`src/rtl/wlsqg_pkg.sv`:
```
// Shared types, constants and saturation helpers for the weighted
// least-squares cell gradient block. No dependencies.
`timescale 1ns / 1ps
package wlsqg_pkg;

  localparam int DATA_W    = 32;
  localparam int FRAC_W    = 16;
  localparam int NUM_VARS  = 4;
  localparam int VAR_W     = (NUM_VARS > 1) ? $clog2(NUM_VARS) : 1;
  localparam int NUM_TERMS = 3 + 2 * NUM_VARS;
  localparam int TERM_W    = $clog2(NUM_TERMS);
  localparam int MUL_W     = 34;
  localparam int PROD_W    = 2 * MUL_W;
  localparam int SUM_W     = 64;
  localparam int NUM_W     = 128;
  localparam int THR_W     = 32;

  localparam logic [1:0] MUL_TERM  = 2'd0;
  localparam logic [1:0] MUL_DET_A = 2'd1;
  localparam logic [1:0] MUL_DET_B = 2'd2;
  localparam logic [1:0] MUL_SOLVE = 2'd3;

  typedef struct packed {
    logic              load_in;
    logic [1:0]        mul_op;
    logic [TERM_W-1:0] term;
    logic              d2_ld;
    logic              d2_add;
    logic              tdiv_go;
    logic              tacc;
    logic              clamp;
    logic              det_ld;
    logic              det_sub;
    logic              dcmp;
    logic [VAR_W-1:0]  var_k;
    logic              axis;
    logic [1:0]        phase;
    logic              sacc;
    logic              sdiv_go;
    logic              sstore;
    logic              out_load;
    logic              clr_sums;
  } wlsqg_cmd_t;

  typedef struct packed {
    logic d2_zero;
    logic last;
    logic degen;
    logic div_done;
  } wlsqg_stat_t;

  function automatic logic signed [SUM_W-1:0] sat_add64(input logic signed [SUM_W-1:0] a,
                                                        input logic signed [SUM_W-1:0] b);
    logic signed [SUM_W:0]   s;
    logic signed [SUM_W-1:0] r;
    s = {a[SUM_W-1], a} + {b[SUM_W-1], b};
    if (s[SUM_W] != s[SUM_W-1]) begin
      r = s[SUM_W] ? {1'b1, {(SUM_W-1){1'b0}}} : {1'b0, {(SUM_W-1){1'b1}}};
    end else begin
      r = s[SUM_W-1:0];
    end
    return r;
  endfunction

  function automatic logic signed [SUM_W-1:0] sat_mag(input logic [SUM_W-1:0] mag,
                                                      input logic neg);
    logic [SUM_W-1:0] m;
    m = mag[SUM_W-1] ? {1'b0, {(SUM_W-1){1'b1}}} : mag;
    return neg ? $signed(~m + 1'b1) : $signed(m);
  endfunction

  function automatic logic signed [31:0] clamp32(input logic signed [SUM_W-1:0] a);
    logic signed [31:0] r;
    if ((&a[SUM_W-1:31]) || !(|a[SUM_W-1:31])) begin
      r = a[31:0];
    end else begin
      r = a[SUM_W-1] ? 32'sh8000_0000 : 32'sh7FFF_FFFF;
    end
    return r;
  endfunction

endpackage

```
`src/rtl/wlsqg_ctrl.sv`:
```
// Controller: sequences accumulation per neighbor and the Cramer solve,
// owns the request handshakes. Uses wlsqg_pkg.
`timescale 1ns / 1ps
module wlsqg_ctrl (
  input  logic                   clk,
  input  logic                   rst_n,
  input  logic                   in_valid,
  output logic                   in_ready,
  output logic                   out_valid,
  input  logic                   out_ready,
  input  wlsqg_pkg::wlsqg_stat_t stat,
  output wlsqg_pkg::wlsqg_cmd_t  cmd
);
  import wlsqg_pkg::*;

  localparam logic [4:0] S_IDLE  = 5'd0;
  localparam logic [4:0] S_DXX   = 5'd1;
  localparam logic [4:0] S_DYY   = 5'd2;
  localparam logic [4:0] S_DSUM  = 5'd3;
  localparam logic [4:0] S_DCHK  = 5'd4;
  localparam logic [4:0] S_TMUL  = 5'd5;
  localparam logic [4:0] S_TDIV  = 5'd6;
  localparam logic [4:0] S_TWAIT = 5'd7;
  localparam logic [4:0] S_TACC  = 5'd8;
  localparam logic [4:0] S_CLAMP = 5'd9;
  localparam logic [4:0] S_DET1  = 5'd10;
  localparam logic [4:0] S_DET2  = 5'd11;
  localparam logic [4:0] S_DET3  = 5'd12;
  localparam logic [4:0] S_DCMP  = 5'd13;
  localparam logic [4:0] S_SMUL  = 5'd14;
  localparam logic [4:0] S_SACC  = 5'd15;
  localparam logic [4:0] S_SDIV  = 5'd16;
  localparam logic [4:0] S_SWAIT = 5'd17;
  localparam logic [4:0] S_SSTOR = 5'd18;
  localparam logic [4:0] S_PUSH  = 5'd19;

  logic [4:0]        state_r, state_nxt;
  logic [TERM_W-1:0] term_r, term_nxt;
  logic [VAR_W-1:0]  k_r, k_nxt;
  logic              axis_r, axis_nxt;
  logic [1:0]        phase_r, phase_nxt;
  logic              ovalid_r, ovalid_nxt;
  logic              push_ok;

  assign push_ok = !ovalid_r || out_ready;

  always_comb begin
    state_nxt = state_r;
    term_nxt  = term_r;
    k_nxt     = k_r;
    axis_nxt  = axis_r;
    phase_nxt = phase_r;
    cmd       = '0;
    cmd.mul_op = MUL_TERM;
    cmd.term   = term_r;
    cmd.var_k  = k_r;
    cmd.axis   = axis_r;
    cmd.phase  = phase_r;
    case (state_r)
      S_IDLE: begin
        if (in_valid) begin
          cmd.load_in = 1'b1;
          state_nxt   = S_DXX;
        end
      end
      S_DXX: begin
        cmd.term  = TERM_W'(0);
        state_nxt = S_DYY;
      end
      S_DYY: begin
        cmd.term  = TERM_W'(1);
        cmd.d2_ld = 1'b1;
        state_nxt = S_DSUM;
      end
      S_DSUM: begin
        cmd.d2_add = 1'b1;
        state_nxt  = S_DCHK;
      end
      S_DCHK: begin
        term_nxt = '0;
        if (!stat.d2_zero) begin
          state_nxt = S_TMUL;
        end else if (stat.last) begin
          state_nxt = S_CLAMP;
        end else begin
          state_nxt = S_IDLE;
        end
      end
      S_TMUL: begin
        state_nxt = S_TDIV;
      end
      S_TDIV: begin
        cmd.tdiv_go = 1'b1;
        state_nxt   = S_TWAIT;
      end
      S_TWAIT: begin
        if (stat.div_done) begin
          state_nxt = S_TACC;
        end
      end
      S_TACC: begin
        cmd.tacc = 1'b1;
        if (term_r == TERM_W'(NUM_TERMS - 1)) begin
          state_nxt = stat.last ? S_CLAMP : S_IDLE;
        end else begin
          term_nxt  = term_r + 1'b1;
          state_nxt = S_TMUL;
        end
      end
      S_CLAMP: begin
        cmd.clamp = 1'b1;
        state_nxt = S_DET1;
      end
      S_DET1: begin
        cmd.mul_op = MUL_DET_A;
        state_nxt  = S_DET2;
      end
      S_DET2: begin
        cmd.mul_op = MUL_DET_B;
        cmd.det_ld = 1'b1;
        state_nxt  = S_DET3;
      end
      S_DET3: begin
        cmd.det_sub = 1'b1;
        state_nxt   = S_DCMP;
      end
      S_DCMP: begin
        cmd.dcmp  = 1'b1;
        k_nxt     = '0;
        axis_nxt  = 1'b0;
        phase_nxt = 2'd0;
        state_nxt = stat.degen ? S_PUSH : S_SMUL;
      end
      S_SMUL: begin
        cmd.mul_op = MUL_SOLVE;
        state_nxt  = S_SACC;
      end
      S_SACC: begin
        cmd.sacc = 1'b1;
        if (phase_r == 2'd3) begin
          state_nxt = S_SDIV;
        end else begin
          phase_nxt = phase_r + 2'd1;
          state_nxt = S_SMUL;
        end
      end
      S_SDIV: begin
        cmd.sdiv_go = 1'b1;
        state_nxt   = S_SWAIT;
      end
      S_SWAIT: begin
        if (stat.div_done) begin
          state_nxt = S_SSTOR;
        end
      end
      S_SSTOR: begin
        cmd.sstore = 1'b1;
        phase_nxt  = 2'd0;
        if (axis_r && k_r == VAR_W'(NUM_VARS - 1)) begin
          state_nxt = S_PUSH;
        end else begin
          if (axis_r) begin
            k_nxt = k_r + 1'b1;
          end
          axis_nxt  = !axis_r;
          state_nxt = S_SMUL;
        end
      end
      S_PUSH: begin
        if (push_ok) begin
          cmd.out_load = 1'b1;
          cmd.clr_sums = 1'b1;
          state_nxt    = S_IDLE;
        end
      end
      default: begin
        state_nxt = S_IDLE;
      end
    endcase
  end

  always_comb begin
    if (cmd.out_load) begin
      ovalid_nxt = 1'b1;
    end else if (out_ready) begin
      ovalid_nxt = 1'b0;
    end else begin
      ovalid_nxt = ovalid_r;
    end
  end

  always_ff @(posedge clk) begin
    if (!rst_n) begin
      state_r  <= S_IDLE;
      term_r   <= '0;
      k_r      <= '0;
      axis_r   <= 1'b0;
      phase_r  <= 2'd0;
      ovalid_r <= 1'b0;
    end else begin
      state_r  <= state_nxt;
      term_r   <= term_nxt;
      k_r      <= k_nxt;
      axis_r   <= axis_nxt;
      phase_r  <= phase_nxt;
      ovalid_r <= ovalid_nxt;
    end
  end

  assign in_ready  = (state_r == S_IDLE);
  assign out_valid = ovalid_r;

endmodule
```
`config.mk`:
```
export PLATFORM = sky130hd
export DESIGN_NAME = wlsqg_ctrl
export DESIGN_NICKNAME = d
export VERILOG_FILES = /design/src/rtl/wlsqg_pkg.sv /design/src/rtl/wlsqg_ctrl.sv
export SDC_FILE = /design/constraint.sdc
export NUM_CORES = 1
export LEC_CHECK = 0
export BUFFER_PORTS_ARGS = -buffer_cell sky130_fd_sc_hd__buf_2
export CORE_MARGIN = 2
export CORE_UTILIZATION = 58
export CTS_BUF_LIST = sky130_fd_sc_hd__clkbuf_4 sky130_fd_sc_hd__clkbuf_8
export CTS_CLUSTER_DIAMETER = 60
export CTS_CLUSTER_SIZE = 40
export DETAILED_ROUTE_END_ITERATION = 6
export PLACE_DENSITY_LB_ADDON = 0.05
export SLEW_MARGIN = 20
export SYNTH_ARGS = -nofsm -noshare
export SYNTH_HDL_FRONTEND = slang
export SYNTH_SLANG_ARGS = --single-unit
export TNS_END_PERCENT = 50
```
`constraint.sdc`:
```
create_clock -name clk -period 3.7 [get_ports clk]
set_clock_uncertainty 0.15 [all_clocks]
set_input_delay 0.37 -clock clk [delete_from_list [all_inputs] [get_ports clk]]
set_output_delay 0.37 -clock clk [all_outputs]
set_load 0.02 [all_outputs]
```
== After elaboration in Yosys (flattened, before gate mapping) ==
Index checks and enable logic that the tools add are counted.

* Flip-flop bits (word level): 15
* Word-level logic and storage cells: 93

* $add $sub $neg: 3
* Reduce and logical (&&, ||, !) cells: 15
* Multiplexer cells: 39
* Equality and inequality tests: 30

{| class="wikitable"
|+ Operators with widths
! operator !! count
|-
| case mux 5 bit (20 select lines) || 1
|-
| two-way mux 5 bit || 9
|-
| == test 5 x 4 -> 1 bit (second input constant) || 8
|-
| == test 5 x 3 -> 1 bit (second input constant) || 4
|-
| == test 5 bit (second input constant) || 4
|-
| two-way mux 1 bit || 16
|-
| inequality test 2 bit (second input constant) || 8
|-
| case mux 4 bit (2 select lines) || 2
|-
| == test 5 x 2 -> 1 bit (second input constant) || 2
|-
| two-way mux 2 bit || 5
|-
| two-way mux 4 bit || 2
|-
| case mux 2 bit (2 select lines) || 2
|-
| nonzero test 2 bit || 4
|-
| case mux 2 bit (3 select lines) || 1
|-
| AND reduction 2 bit || 3
|-
| == test 5 x 1 -> 1 bit (second input constant) || 1
|-
| zero test 5 bit || 1
|-
| adder 2 x 1 -> 2 bit (second input constant) || 2
|-
| adder 4 x 1 -> 4 bit (second input constant) || 1
|-
| == test 2 bit (second input constant) || 2
|-
| == test 4 bit (second input constant) || 1
|-
| AND reduction 4 bit || 1
|-
| AND reduction 3 bit || 1
|-
| zero test 1 bit || 2
|-
| other kinds (4) || 4
|}

== Depth between registers and ports, before layout ==
Gate-level depths: netlist (run 1).

* Depth after elaboration: 5
* Gate-level depth with buffers: 6

== Least setup slack after synthesis (run 1) ==
No wires, ideal clock.

* Kind: reg-to-output
* From: register state_r[0]
* To: output cmd[18] (netlist name)
* Path buffers: 2
* Arrival: 1.488 ns
* Cell stages (with the launch flop): 5
* Setup slack: 1.692 ns
* Data required time: 3.180 ns
* Path through: dfxtp_1 > buf_2 > buf_1 > nor3_1 > a21o_1

{| class="wikitable"
|+ RTL lines
! element !! line !! text
|-
| start: declaration || wlsqg_ctrl.sv:37 || <nowiki>logic [4:0] state_r, state_nxt;</nowiki>
|-
| start signal: assignment || wlsqg_ctrl.sv:201 || <nowiki>state_r <= state_nxt;</nowiki>
|-
| end: declaration || wlsqg_ctrl.sv:12 || <nowiki>output wlsqg_pkg::wlsqg_cmd_t cmd</nowiki>
|}

==> results, run 1 <==
- The run finished with clean final reports.
- Of the synthesized area, sequential elements account for 0.239.
- Dividing the detail-routed wire length by the instance count gives about 13 um.
- No sink is reached through more buffers than the 2 on the longest clock path.
- For this design the static power due to leakage is roughly 0.61 nW.
- At the end of the flow the core is filled with cells to 0.703.
- The path type of the worst min-delay path is in -> reg.
- Clock latency on the worst-skew pair, taken at its later pin, is approximately 0.29 ns.
- Setup repair after global routing left no endpoint under its margin.
- Power spread over the standard cell area amounts to around 440 nW/um^2.
- The mean post-synth cell area is roughly 7.5 um^2.
- The first-pass detailed-route iteration total is 4.
- In this run the clock root is driven by a sky130_fd_sc_hd__clkbuf_4.
- Clock-pin slew was measured on the worst setup and hold paths at roughly 0.1 ns.
- The total detailed-routing wirelength is between 2000 and 3000 um.
- The capturing element type of the critical path is an output port.
- The pin count of the biggest net entering global routing is 23.
- The fraction of registers with async set or reset after synthesis is 0.
- The worst min-delay path endpoint is out_valid.
- Data arrives at the worst endpoint at roughly 2.1 ns.
- The via count is between 1000 and 1500.
- The remaining global-route overflow is 0.
- After legalization and detailed placement, the total HPWL measured ~2100 um.
- The number of max-slew violations in the final report came to 0.
- The worst-case register-to-register setup slack is 1.47 ns.
- In this run, distinct cell masters in the synthesized netlist total 47.
- The depth of the worst hold-timing path is 4.
- In the routed design, unresolved DRC markers number 0.
- The sort of element at the start of the critical path is a register.
- By instance count, the leading cell after synthesis is sky130_fd_sc_hd__nor2_1.
- Of all nets on the critical path, the largest fanout is 22.
- The number of DRC markers in iteration 0 is between 40 and 50.
- The final-layout setup total negative slack is 0 ns.
- In the post-synthesis netlist, the biggest area contributors are sky130_fd_sc_hd__dfxtp_1, sky130_fd_sc_hd__nor2_1, sky130_fd_sc_hd__ha_1, sky130_fd_sc_hd__nand2_1, sky130_fd_sc_hd__nor3_1.
- The detailed-route vias per instance is ~5.8.
- The final estimated routing congestion in global placement is roughly 0.92.
- The synthesized design contains 0 enable-type register cells.
- The required time of the worst setup path is roughly 3.2 ns.
- The number of failing hold endpoints at the final stage came to 0.
- The maximum level of the CTS H-tree is 1.
- The total number of clock tree sinks is 15.
- The area of the core region is approximately 2000 um^2.
- The most used flip-flop cell after synthesis is sky130_fd_sc_hd__dfxtp_1.
- The residual antenna-violating net count after detailed routing is 0.
- The worst reg2reg path startpoint is state_r[0].
- Across the run, the number of max-cap violations was 0.
- The ratio of cells with drive above 1 in the final layout is 0.237.
- The actual transition at the worst max-transition pin is about 0.70 ns.
- In the final design database the tool counted about 200 nets.
- The number of setup buffers added after CTS is 0.
- The chip width is between 50 and 60 um.
- The number of nets in the synthesized netlist is 180.
- Setup violations remaining at the end of the flow were counted as 0.
- In this run the tightest slew margin relative to its limit is 0.531.
- The commonest cells after synthesis are sky130_fd_sc_hd__nor2_1, sky130_fd_sc_hd__dfxtp_1, sky130_fd_sc_hd__nand2_1, sky130_fd_sc_hd__nor3_1.
- Based on the critical path, the design can be clocked at up to 389 MHz.
- The first global-routing pass estimated around 5000 um of wire.
- From bottom edge to top edge, the die measures slightly above 50 um.
- The clock buffer count from CTS is 3.
- The launching instance or port of the critical path is state_r[0].
- In the global route stage, overall resource usage came out at 0.247.
- In this run the critical register-to-register path is captured at state_r[2].
- The area added between synthesis and finish is 12.1%.
- The largest voltage drop on the vdd net is 0.000367 V.
- The initial antenna violation count was 0.
- The number of standard-cell rows in the floorplan is 16.
- The number of instances in the synthesized netlist is between 150 and 200.
- 0 antenna diodes ended up in the layout.
- The number of input and output port buffers inserted is 34.
- The Yosys step of the flow raised 0 warnings.
- Of the available clock period, the critical path in the final layout requires 0.696.
- The final critical path time including I/O delays and setup is 2.57 ns.
- The start point of the worst min-delay path is out_ready.
- The starting density of the core is 0.627.
- The total of hold buffers inserted after clock tree synthesis is 0.
- The post-synth design cell area is around 1300 um^2.
- The synthesized design spends more area on one cell type than any other, namely sky130_fd_sc_hd__dfxtp_1.
- The total of flip-flops plus latches after synthesis is 15.
- The number of global-route vias before repair was about 1100.
- Measured in cells, the most critical reg-to-reg path has a length of 4.
- The share of synthesized area in the top cell type comes to 0.239.
- In this run the count of I/O pins placed on the die edge is 35.
- The critical path is of the reg -> out type.
- The die covers between 2000 and 3000 um^2.
- TritonCTS built the clock tree.
- The quantity of gates resized following cts is 0.
==> layout by cell type, fill, tap and decap left out, drive strengths merged, types with 2 or more instances in the layout <==
cell / count
a2111oi: 2
a21o: 2
a21oi: 6
a31oi: 3
and2: 4
and3b: 2
buf: 34
clkbuf: 3
dfxtp: 15
ha: 4
inv: 5
nand2: 13
nand2b: 5
nand3: 5
nand3b: 2
nand4: 2
nor2: 19
nor2b: 7
nor3: 10
nor3b: 4
nor4b: 2
o211ai: 2
o21ai: 2
o22a: 2
o22ai: 5
o32ai: 2
or2: 2
or3: 5
or3b: 3
or4b: 2
xnor2: 5
==> flip-flops by register name, summed over array words and instances, names as in the netlist <==
| name | flops |
|---|---|
| phase_r | 2 |
| axis_r | 1 |
| out_valid | 1 |
| state_r | 5 |
| k_r | 2 |
| term_r | 4 |
==> layout make-up <==
class / instances / area [um^2]
Tap cell: 27 / 33.8
Inverter: 5 / 18.8
Clock inverter: 1 / 5.00
Multi-Input combinational cell: 132 / 856
Fill cell: 182 / 596
Sequential cell: 15 / 300
Clock buffer: 3 / 22.5
Timing Repair Buffer: 34 / 170
==> where the power goes <==
| part | internal [mW] | switching, mW | total [mW] |
|---|---|---|---|
| sequential | 0.174 | 0.0669 | 0.241 |
| clock | 0.0402 | 0.0581 | 0.0983 |
| combinational | 0.113 | 0.170 | 0.283 |
| total | 0.327 | 0.295 | 0.623 |
==> critical path, stage by stage (launching register included) <==
cell and delay [ns]:
sky130_fd_sc_hd__dfxtp_1 0.79, sky130_fd_sc_hd__xnor2_1 0.24, sky130_fd_sc_hd__or3_1 0.39, sky130_fd_sc_hd__a21o_1 0.19, sky130_fd_sc_hd__buf_2 0.15
==> routing by layer <==
layer	routed length, um	track usage	share of wire	vias to the layer above
met2	1300	0.417	0.45	53
met5	0	0	0	-
met3	205	0.0298	0.071	5
li1	-	-	-	647
met4	29	0.0541	0.010	0
met1	1340	0.338	0.46	556
==> worst max-delay path by stage <==
| stage | end | slack, ns |
|---|---|---|
| finish | cmd[18] | 1.13 |
| detailed placement | cmd[18] | 1.50 |
| floorplan | cmd[18] | 1.69 |
| global route | cmd[18] | 0.96 |
| CTS | cmd[18] | 1.17 |
| global placement | state_r[2] | 1.54 |
==> per-stage QoR <==
stage               worst slack, ns  hold slack, ns  total power [mW]  instance area (um^2)  cells
global placement               1.54           0.328             0.520                  1380    213
CTS                            1.17           0.216             0.619                  1410    217
finish                         1.13           0.209             0.623                  1410    217
floorplan                      1.69           0.340             0.470                  1250    168
global route                  0.959           0.244             0.673                  1410    217
detailed placement             1.50           0.340             0.523                  1380    213
==> logic make-up (layout without fill, tap and decap cells) <==
group,count (synthesis),in the layout,synth area share
and+or+nand+nor,89,89,0.403
buffers and inverters,21,43,0.0788
adders and majority gates,4,4,0.0399
DFF,15,15,0.239
muxes,1,1,0.00897
AOI/OAI and AO/OA,32,32,0.188
xor gates and xnor gates,6,6,0.0419
Note: power is estimated with default switching activity, not from simulation.
==> run 2: changes to the inputs <==
--- a/config.mk
+++ b/config.mk
@@ -7,7 +7,7 @@
 export LEC_CHECK = 0
 export BUFFER_PORTS_ARGS = -buffer_cell sky130_fd_sc_hd__buf_2
 export CORE_MARGIN = 2
-export CORE_UTILIZATION = 58
+export CORE_UTILIZATION = 49
 export CTS_BUF_LIST = sky130_fd_sc_hd__clkbuf_4 sky130_fd_sc_hd__clkbuf_8
 export CTS_CLUSTER_DIAMETER = 60
 export CTS_CLUSTER_SIZE = 40
==> constraint.sdc (replaced) <==
create_clock -name clk -period 2.2 [get_ports clk]
set_clock_uncertainty 0.15 [all_clocks]
set_input_delay 0.22 -clock clk [delete_from_list [all_inputs] [get_ports clk]]
set_output_delay 0.22 -clock clk [all_outputs]
set_load 0.02 [all_outputs]
==> run 2 against run 1 <==
Net effect:
- largest power group unchanged
- combinational power rose by 120%
- final cell count up 6.5%
- clock power rose by 77%
- worst setup slack got worse by 1.1 ns
- power increased by 86%
- critical path depth unchanged
- wire length is 16% higher
- die area is 17% higher
- critical path type unchanged
- global-route usage shrank 0.23 points
- sequential cell count is the same
- sequential share of layout area decreased by 1.1 points
- non-clock buffer count is 11 higher
==> results, run 2 (same netlist as run 1, synthesis figures left out) <==
- Summed over all cells, the static leakage comes to ~0.66 nW.
- Clock-pin slew was measured on the worst setup and hold paths at around 0.1 ns.
- Measured along the x axis, the die boundary spans approximately 55 um.
- The number of cells traversed by the worst register-to-register path is 4.
- The end-of-flow core utilization is 0.612.
- The number of remaining DRC errors is 0.
- In the final layout, the multi-input gates occupy 862 um^2.
- The critical path in this run is classified as reg -> out.
- The non-filler instance count after layout is about 230.
- The actual transition at the worst max-transition pin is 0.555 ns.
- The start point of the worst min-delay path is out_ready.
- The number of cells in the design after placement is between 200 and 250.
- Dividing the detail-routed via count by the number of cells gives a little under 6.
- The final-layout setup total negative slack is 0 ns.
- The clock buffer count from CTS is 3.
- Across the VDD grid, the largest voltage drop is 0.000474 V.
- The I/O pin count is 35.
- The number of max-slew violations in the final report is 0.
- The sequential cells in the finished layout cover a total of between 300 and 400 um^2.
- The initial antenna violation count is 0.
- The pin count of the biggest net entering global routing is 17.
- The tightest hold path in the finished design has a slack of ~0.060 ns.
- Of the available clock period, the critical path in the final layout requires 0.974.
- The placement-stage worst setup slack is approximately 0.24 ns.
- The worst setup path is launched from a register.
- The family with the most delay on the worst path is simple AND/OR/NAND/NOR gates.
- The number of max-cap violations is 0.
- CTS built an H-tree with a depth of 1.
- The total detailed-routing wirelength is 3340 um.
- The total of hold buffers inserted after clock tree synthesis is 0.
- The die extent in y is roughly 55 um.
- The overall track demand over capacity in global routing is 0.245.
- Measured against its own limit, the worst slew margin works out to 0.620.
- The largest registers in the layout are state_r x5, term_r x4.
- The final critical path time including I/O delays and setup is ~2.1 ns.
- Counting flops per register, the top entry is state_r.
- The total number of clock tree sinks is 15.
- The reg-to-reg critical path endpoint is state_r[1].
- The ratio of cells with drive above 1 in the final layout is 0.299.
- The depth of the worst hold-timing path is 4.
- The met2 routing resource usage after global routing is 0.383.
- The longest clock path from root to sink contains 2 buffers.
- At the end of the flow, the number of nets in the layout was 214.
- 0 antenna diodes ended up in the layout.
- In the global route stage, met3 resource usage came out at 0.0301.
- The number of DRC markers in iteration 0 is 41.
- The largest single stage delay on the critical path is between 0.4 and 0.5 ns.
- For this run the aggregate overflow at the end of global routing stands at 0.
- TritonCTS built the clock tree.
- At the end of routability-driven placement, the weighted congestion stood at 0.985.
- The routed layout has roughly 1300 vias.
- Together, buffers and inverters on the worst path number 1.
- The flow ran to the end, and the final reports show no timing, DRC or antenna violations.
- Counting buffers and inverters, the worst setup path is 4 cells deep.
- Traced cell by cell, the critical path runs through or2_1 -> or3_1 -> a21o_1 -> buf_2.
- The overall die area is slightly below 3000 um^2.
- Setup slack closes at about 0.057 ns.
- The first global-routing pass estimated between 5000 and 6000 um of wire.
- After detailed routing, the average wire length per cell comes to 14.5 um.
- The worst min-delay path endpoint is out_valid.
- The area growth from synthesis to layout is 19.7%.
- The met1 routing resource usage after global routing is 0.325.
- Dividing total power by cell area gives a power density of ~770 nW/um^2.
- STA puts the critical path data required time at about 1.8 ns.
- The number of global-route vias before repair is around 1200.
- The number of failing hold endpoints at the final stage came to 0.
- The number of input and output port buffers inserted is 34.
- The worst-case register-to-register setup slack is between 0.2 and 0.25 ns.
- STA classifies the critical path endpoint as an output port.
- The tree is rooted in a sky130_fd_sc_hd__clkbuf_4.
- The layout has 240 filler cells.
- The count of endpoints failing setup in the final report is 0.
- The cell at the slowest stage of the critical path is sky130_fd_sc_hd__dfxtp_2.
- The floorplan has 18 rows.
- The register with the most flip-flops in the layout has 5 of them.
- The fmax is 467 MHz.
- The post-CTS setup-driven buffer insertion count is 0.
- Leaving out fill and tap cells, the most frequent cell in the layout is sky130_fd_sc_hd__buf_2.
- In the layout the commonest cells are sky130_fd_sc_hd__buf_2, sky130_fd_sc_hd__nor2_1, sky130_fd_sc_hd__nand2_1.
- Setup repair after global routing could not meet its margin everywhere.
- The pre-antenna-repair detailed-routing pass consisted of 4 iterations.
- For the worst setup path, the data arrival time is approximately 1.8 ns.
- The worst reg2reg path startpoint is state_r[4].
- Clock latency on the worst-skew pair, taken at its later pin, is approximately 0.30 ns.
- The area of the core region is 2450 um^2.
- The peak-usage layer in the global routing report is met2.
- The starting density of the core is 0.511.
- Once detail routing completed, the nets flagged for antenna violations numbered 0.
- The half-perimeter wire length after placement is about 2500 um.
- The path type of the worst min-delay path is in -> reg.
- Of all nets on the critical path, the largest fanout is 16.
==> run 2: cell count changes in the layout (fill, tap and decap cells not counted), sizes merged <==
| cell | before | now |
|---|---|---|
| buf | 34 | 45 |
==> run 2: worst max path at each step <==
stage / start / endpoint / slack (ns)
floorplan: state_r[0] / cmd[18] / 0.34
global placement: state_r[1] / state_r[2] / 0.23
detailed placement: state_r[1] / state_r[2] / 0.24
CTS: state_r[2] / cmd[18] / 0.005
global route: state_r[3] / cmd[18] / -0.003
finish: state_r[3] / cmd[18] / 0.06
==> run 2: per-stage QoR <==
step | power (mW) | instance area (um^2)
after detailed placement | 0.971 | 1470
after global routing | 1.23 | 1500
final | 1.16 | 1500
after CTS | 1.15 | 1500
after floorplan | 0.791 | 1250
after global placement | 0.964 | 1470
==> run 2: tightest hold or removal path, stage by stage <==
cell                      delay, ns
sky130_fd_sc_hd__buf_2         0.08
sky130_fd_sc_hd__nor2b_1       0.05
sky130_fd_sc_hd__nor2_1        0.09
sky130_fd_sc_hd__nor2_1        0.04
==> run 2: area by class of cell <==
class	count	area share
clock buffers	3	0.0150
clock inverters	1	0.00333
inverters	5	0.0125
multi-input cells	132	0.574
flip-flops and latches	15	0.202
well taps	30	0.0250
repair buffers	45	0.168
==> run 2: per-layer routing <==
layer,vias up,part of all wire
li1,664,-
met1,616,0.46
met2,50,0.45
met3,11,0.060
met4,0,0.032
met5,-,0
==> run 2: report_power, final <==
group          internal, mW  leakage (nW)  switching (mW)  total [mW]
combinational         0.250         0.523           0.365       0.615
sequential            0.296         0.123          0.0708       0.367
clock                0.0678        0.0177           0.106       0.174
==> run 2: timing repair <==
action | CTS | global route
endpoints found under the setup margin | 4 | 5
endpoints found under the hold margin | 0 | 0
gates resized for setup | 2 | 2
==> run 3: changes to the inputs <==
--- a/config.mk
+++ b/config.mk
@@ -5,9 +5,10 @@
 export SDC_FILE = /design/constraint.sdc
 export NUM_CORES = 1
 export LEC_CHECK = 0
+export ABC_AREA = 1
 export BUFFER_PORTS_ARGS = -buffer_cell sky130_fd_sc_hd__buf_2
 export CORE_MARGIN = 2
-export CORE_UTILIZATION = 49
+export CORE_UTILIZATION = 48
 export CTS_BUF_LIST = sky130_fd_sc_hd__clkbuf_4 sky130_fd_sc_hd__clkbuf_8
 export CTS_CLUSTER_DIAMETER = 60
 export CTS_CLUSTER_SIZE = 40
==> run 3 against run 2 <==
Net effect:
- die area shrank 3.6%
- synthesized cell count grew 14%
- maximum frequency grew 5.7%
- clock-buffer cell count grew 1
- sequential share of layout area grew 1.3 points
- via count shrank 2.5%
- final cell count grew 10%
- power shrank 17%
- wire length shrank 7.0%
- clock power grew 2%
- critical path type unchanged
==> results, run 3 <==
- The mean post-synth cell area is ~6 um^2.
- The non-filler instance count after layout is ~250.
- The number of remaining DRC errors is 0.
- The number of max-cap violations is 0.
- STA puts the critical path data arrival time at ~1.7 ns.
- Sorting the synthesized cells by how often they occur yields sky130_fd_sc_hd__nand2_1, sky130_fd_sc_hd__nor2_1, sky130_fd_sc_hd__inv_1.
- Of the post-synthesis cell area, the dominant cell type holds 0.254.
- The number of failing hold endpoints at the final stage is 0.
- The post-CTS setup-driven buffer insertion count is 0.
- The first-pass detailed-route iteration total is 4.
- The overall track demand over capacity in global routing is 0.244.
- The HPWL after detailed placement is roughly 2600 um.
- The clock tree from TritonCTS is yes.
- After synthesis the netlist holds a flip-flop and latch count of 15.
- The largest fanout on the critical path is 6.
- The largest registers in the layout are state_r x5, term_r x4.
- After detailed routing, the average wire length per cell comes to ~12 um.
- The pin count of the biggest net entering global routing is 11.
- The number of global-route vias before repair was 1146.
- The detailed-route vias per instance is 5.15.
- The flow ran to the end, and the final reports show no timing, DRC or antenna violations.
- The die extent in y is 53.6 um.
- The instance area at placement is approximately 1400 um^2.
- Once layout is done, the placed cells without fillers occupy around 1400 um^2.
- By area the synthesized netlist is led by sky130_fd_sc_hd__dfxtp_1, sky130_fd_sc_hd__nand2_1, sky130_fd_sc_hd__nor2_1, sky130_fd_sc_hd__inv_1, sky130_fd_sc_hd__a21oi_1.
- After detailed routing, the total wire length is about 3100 um.
- During I/O placement, the number of pins put on the boundary was 35.
- For this run, the register share of the synthesized area comes to 0.254.
- The floorplan step set the die width to approximately 54 um.
- The fmax is between 400 and 500 MHz.
- The largest voltage drop on the vdd net is ~0.00049 V.
- The core region is roughly 2300 um^2.
- The count of nets left with antenna violations once routing finished came out at 0.
- The floorplan has 17 rows.
- The synthesized netlist occupies a cell area of 1180 um^2.
- In the finished design, the share of the clock period the worst path needs comes to 0.922.
- In the final layout, the share of cells above drive strength 1 is 0.288.
- The final worst hold slack is 0.0299 ns.
- The clock latency on the worst-skew pair is ~0.28 ns.
- In the synthesized netlist the dominant register cell turns out to be sky130_fd_sc_hd__dfxtp_1.
- The most frequently used cell type in the post-synthesis netlist is sky130_fd_sc_hd__nand2_1.
- The completed layout was analyzed and its total power is about 960 uW.
- The worst setup path is launched from a register.
- The worst setup path is of the reg -> out kind.
- Headroom to the max-slew limit came out at 0.772.
- Summed over all cells, the static leakage comes to ~0.74 nW.
- The capturing element type of the critical path is an output port.
- The number of cells in the design after placement is 250.
- The number of nets in the synthesized netlist is 203.
- The final estimated routing congestion in global placement is 0.961.
- For this block, the via count after detailed routing is ~1300.
- CTS built an H-tree with a depth of 1.
- The required time of the worst setup path is around 1.8 ns.
- For the final routed database, the setup TNS stands at 0 ns.
- The clock buffer count from CTS is 3.
- The total of fill cells in the finished design is roughly 240.
- The first global-routing pass estimated about 5000 um of wire.
- Setup repair after global routing left no endpoint under its margin.
- After clock tree synthesis, the flow added hold-fix buffers numbering 0.
- The clock edge transition at the registers on the reported setup and hold paths is about 0.1 ns.
- The initial antenna violation count is 0.
- sky130_fd_sc_hd__dfxtp_1 takes more of the synthesized area than any other cell.
- The total power per unit cell area is approximately 690 nW/um^2.
- The tree built by TritonCTS fans out to 15 sinks.
- The register with the most flip-flops in the layout has 5 of them.
- Of all flip-flops after synthesis, the portion carrying an async set or reset was 0.
- Counting flops per register, the top entry is state_r.
- The number of DRC markers in iteration 0 is 36.
- The commonest non-fill, non-tap cell in the layout is sky130_fd_sc_hd__nand2_1.
- No sink is reached through more buffers than the 2 on the longest clock path.
- At the end of the flow, the number of nets in the layout was between 200 and 250.
- The number of max-slew violations in the final report is 0.
- The Yosys warning count is 0.
- Global routing finished with a remaining overflow of 0.
- The area added between synthesis and finish is 18.0%.
- The initial utilization of the core area, before any placement, comes to 0.519.
- The actual transition at the worst max-transition pin is 0.340 ns.
- Subtracting the final worst setup slack from the clock period gives a little over 2 ns.
- The number of instances in the synthesized netlist is approximately 190.
- In the layout the commonest cells are sky130_fd_sc_hd__nand2_1, sky130_fd_sc_hd__buf_2, sky130_fd_sc_hd__nor2_1.
- The cell sitting at the root of the clock tree is a sky130_fd_sc_hd__clkbuf_4.
- The worst hold path belongs to the class in -> reg.
- The count of endpoints failing setup in the final report is 0.
- The repair_antennas step left the layout with diodes totalling 0.
- Post-CTS repair changed the size of 0 cells.
- The number of unique standard cell types used by synthesis is 24.
- The floorplan step defined a die boundary enclosing 2870 um^2.
- During placement, the flow inserted port buffers numbering 34.
- The number of flops mapped to enable cells by yosys is 0.
-- run 3: cell type report --
class / instances / area, um^2 / area share
timing repair buffer: 34 / 170 / 0.122
clock buffer: 4 / 30.0 / 0.0215
tap: 28 / 35.0 / 0.0251
inverter: 31 / 116 / 0.0835
multi-input combinational: 142 / 742 / 0.532
sequential: 15 / 300 / 0.215
-- run 3: cells by family (layout without fill, tap and decap cells) --
logic type,count (synthesis),count (layout),share of synthesized area
AND/OR/NAND/NOR,112,112,0.467
buffers and inverters,34,69,0.118
flip-flops,15,15,0.254
adder cells (fa/ha/maj),4,4,0.0424
AO/OA/AOI/OAI,26,26,0.119
-- run 3: worst paths after layout --
check	to	slack [ns]	cells past startpoint	from
max	cmd[18]	0.17	6	state_r[2]
min	state_r[2]	0.03	3	rst_n
max reg2reg	state_r[4]	0.46	10	state_r[2]
min reg2reg	phase_r[1]	0.34	2	phase_r[1]
-- run 3: routing by layer --
layer / up-vias / global-route usage / wire length [um]
li1: 680 / - / -
met1: 562 / 0.311 / 1370
met2: 54 / 0.403 / 1390
met3: 12 / 0.0556 / 240
met4: 0 / 0.0897 / 104
met5: - / 0 / 0
-- run 3: critical path, cell delays in order, from the launching register on --
cell and delay [ns]:
sky130_fd_sc_hd__dfxtp_1 0.40, sky130_fd_sc_hd__inv_1 0.18, sky130_fd_sc_hd__nand2_2 0.09, sky130_fd_sc_hd__nor2_1 0.23, sky130_fd_sc_hd__o21a_1 0.22, sky130_fd_sc_hd__o21ai_0 0.08, sky130_fd_sc_hd__buf_2 0.16
-- run 3: power breakdown --
| group | internal [mW] | switching (mW) | leakage [nW] | total, mW |
|---|---|---|---|---|
| Combinational | 0.134 | 0.323 | 0.600 | 0.457 |
| Sequential | 0.293 | 0.0318 | 0.121 | 0.324 |
| Clock | 0.0827 | 0.0957 | 0.0184 | 0.178 |
| Total | 0.509 | 0.451 | 0.739 | 0.960 |
-- run 3: through the flow --
stage	setup WS [ns]	utilization
after global routing	0.0673	0.612
after detailed placement	0.506	0.599
final	0.172	0.612
after CTS	0.187	0.612
after global placement	0.511	0.599
after floorplan	0.489	-
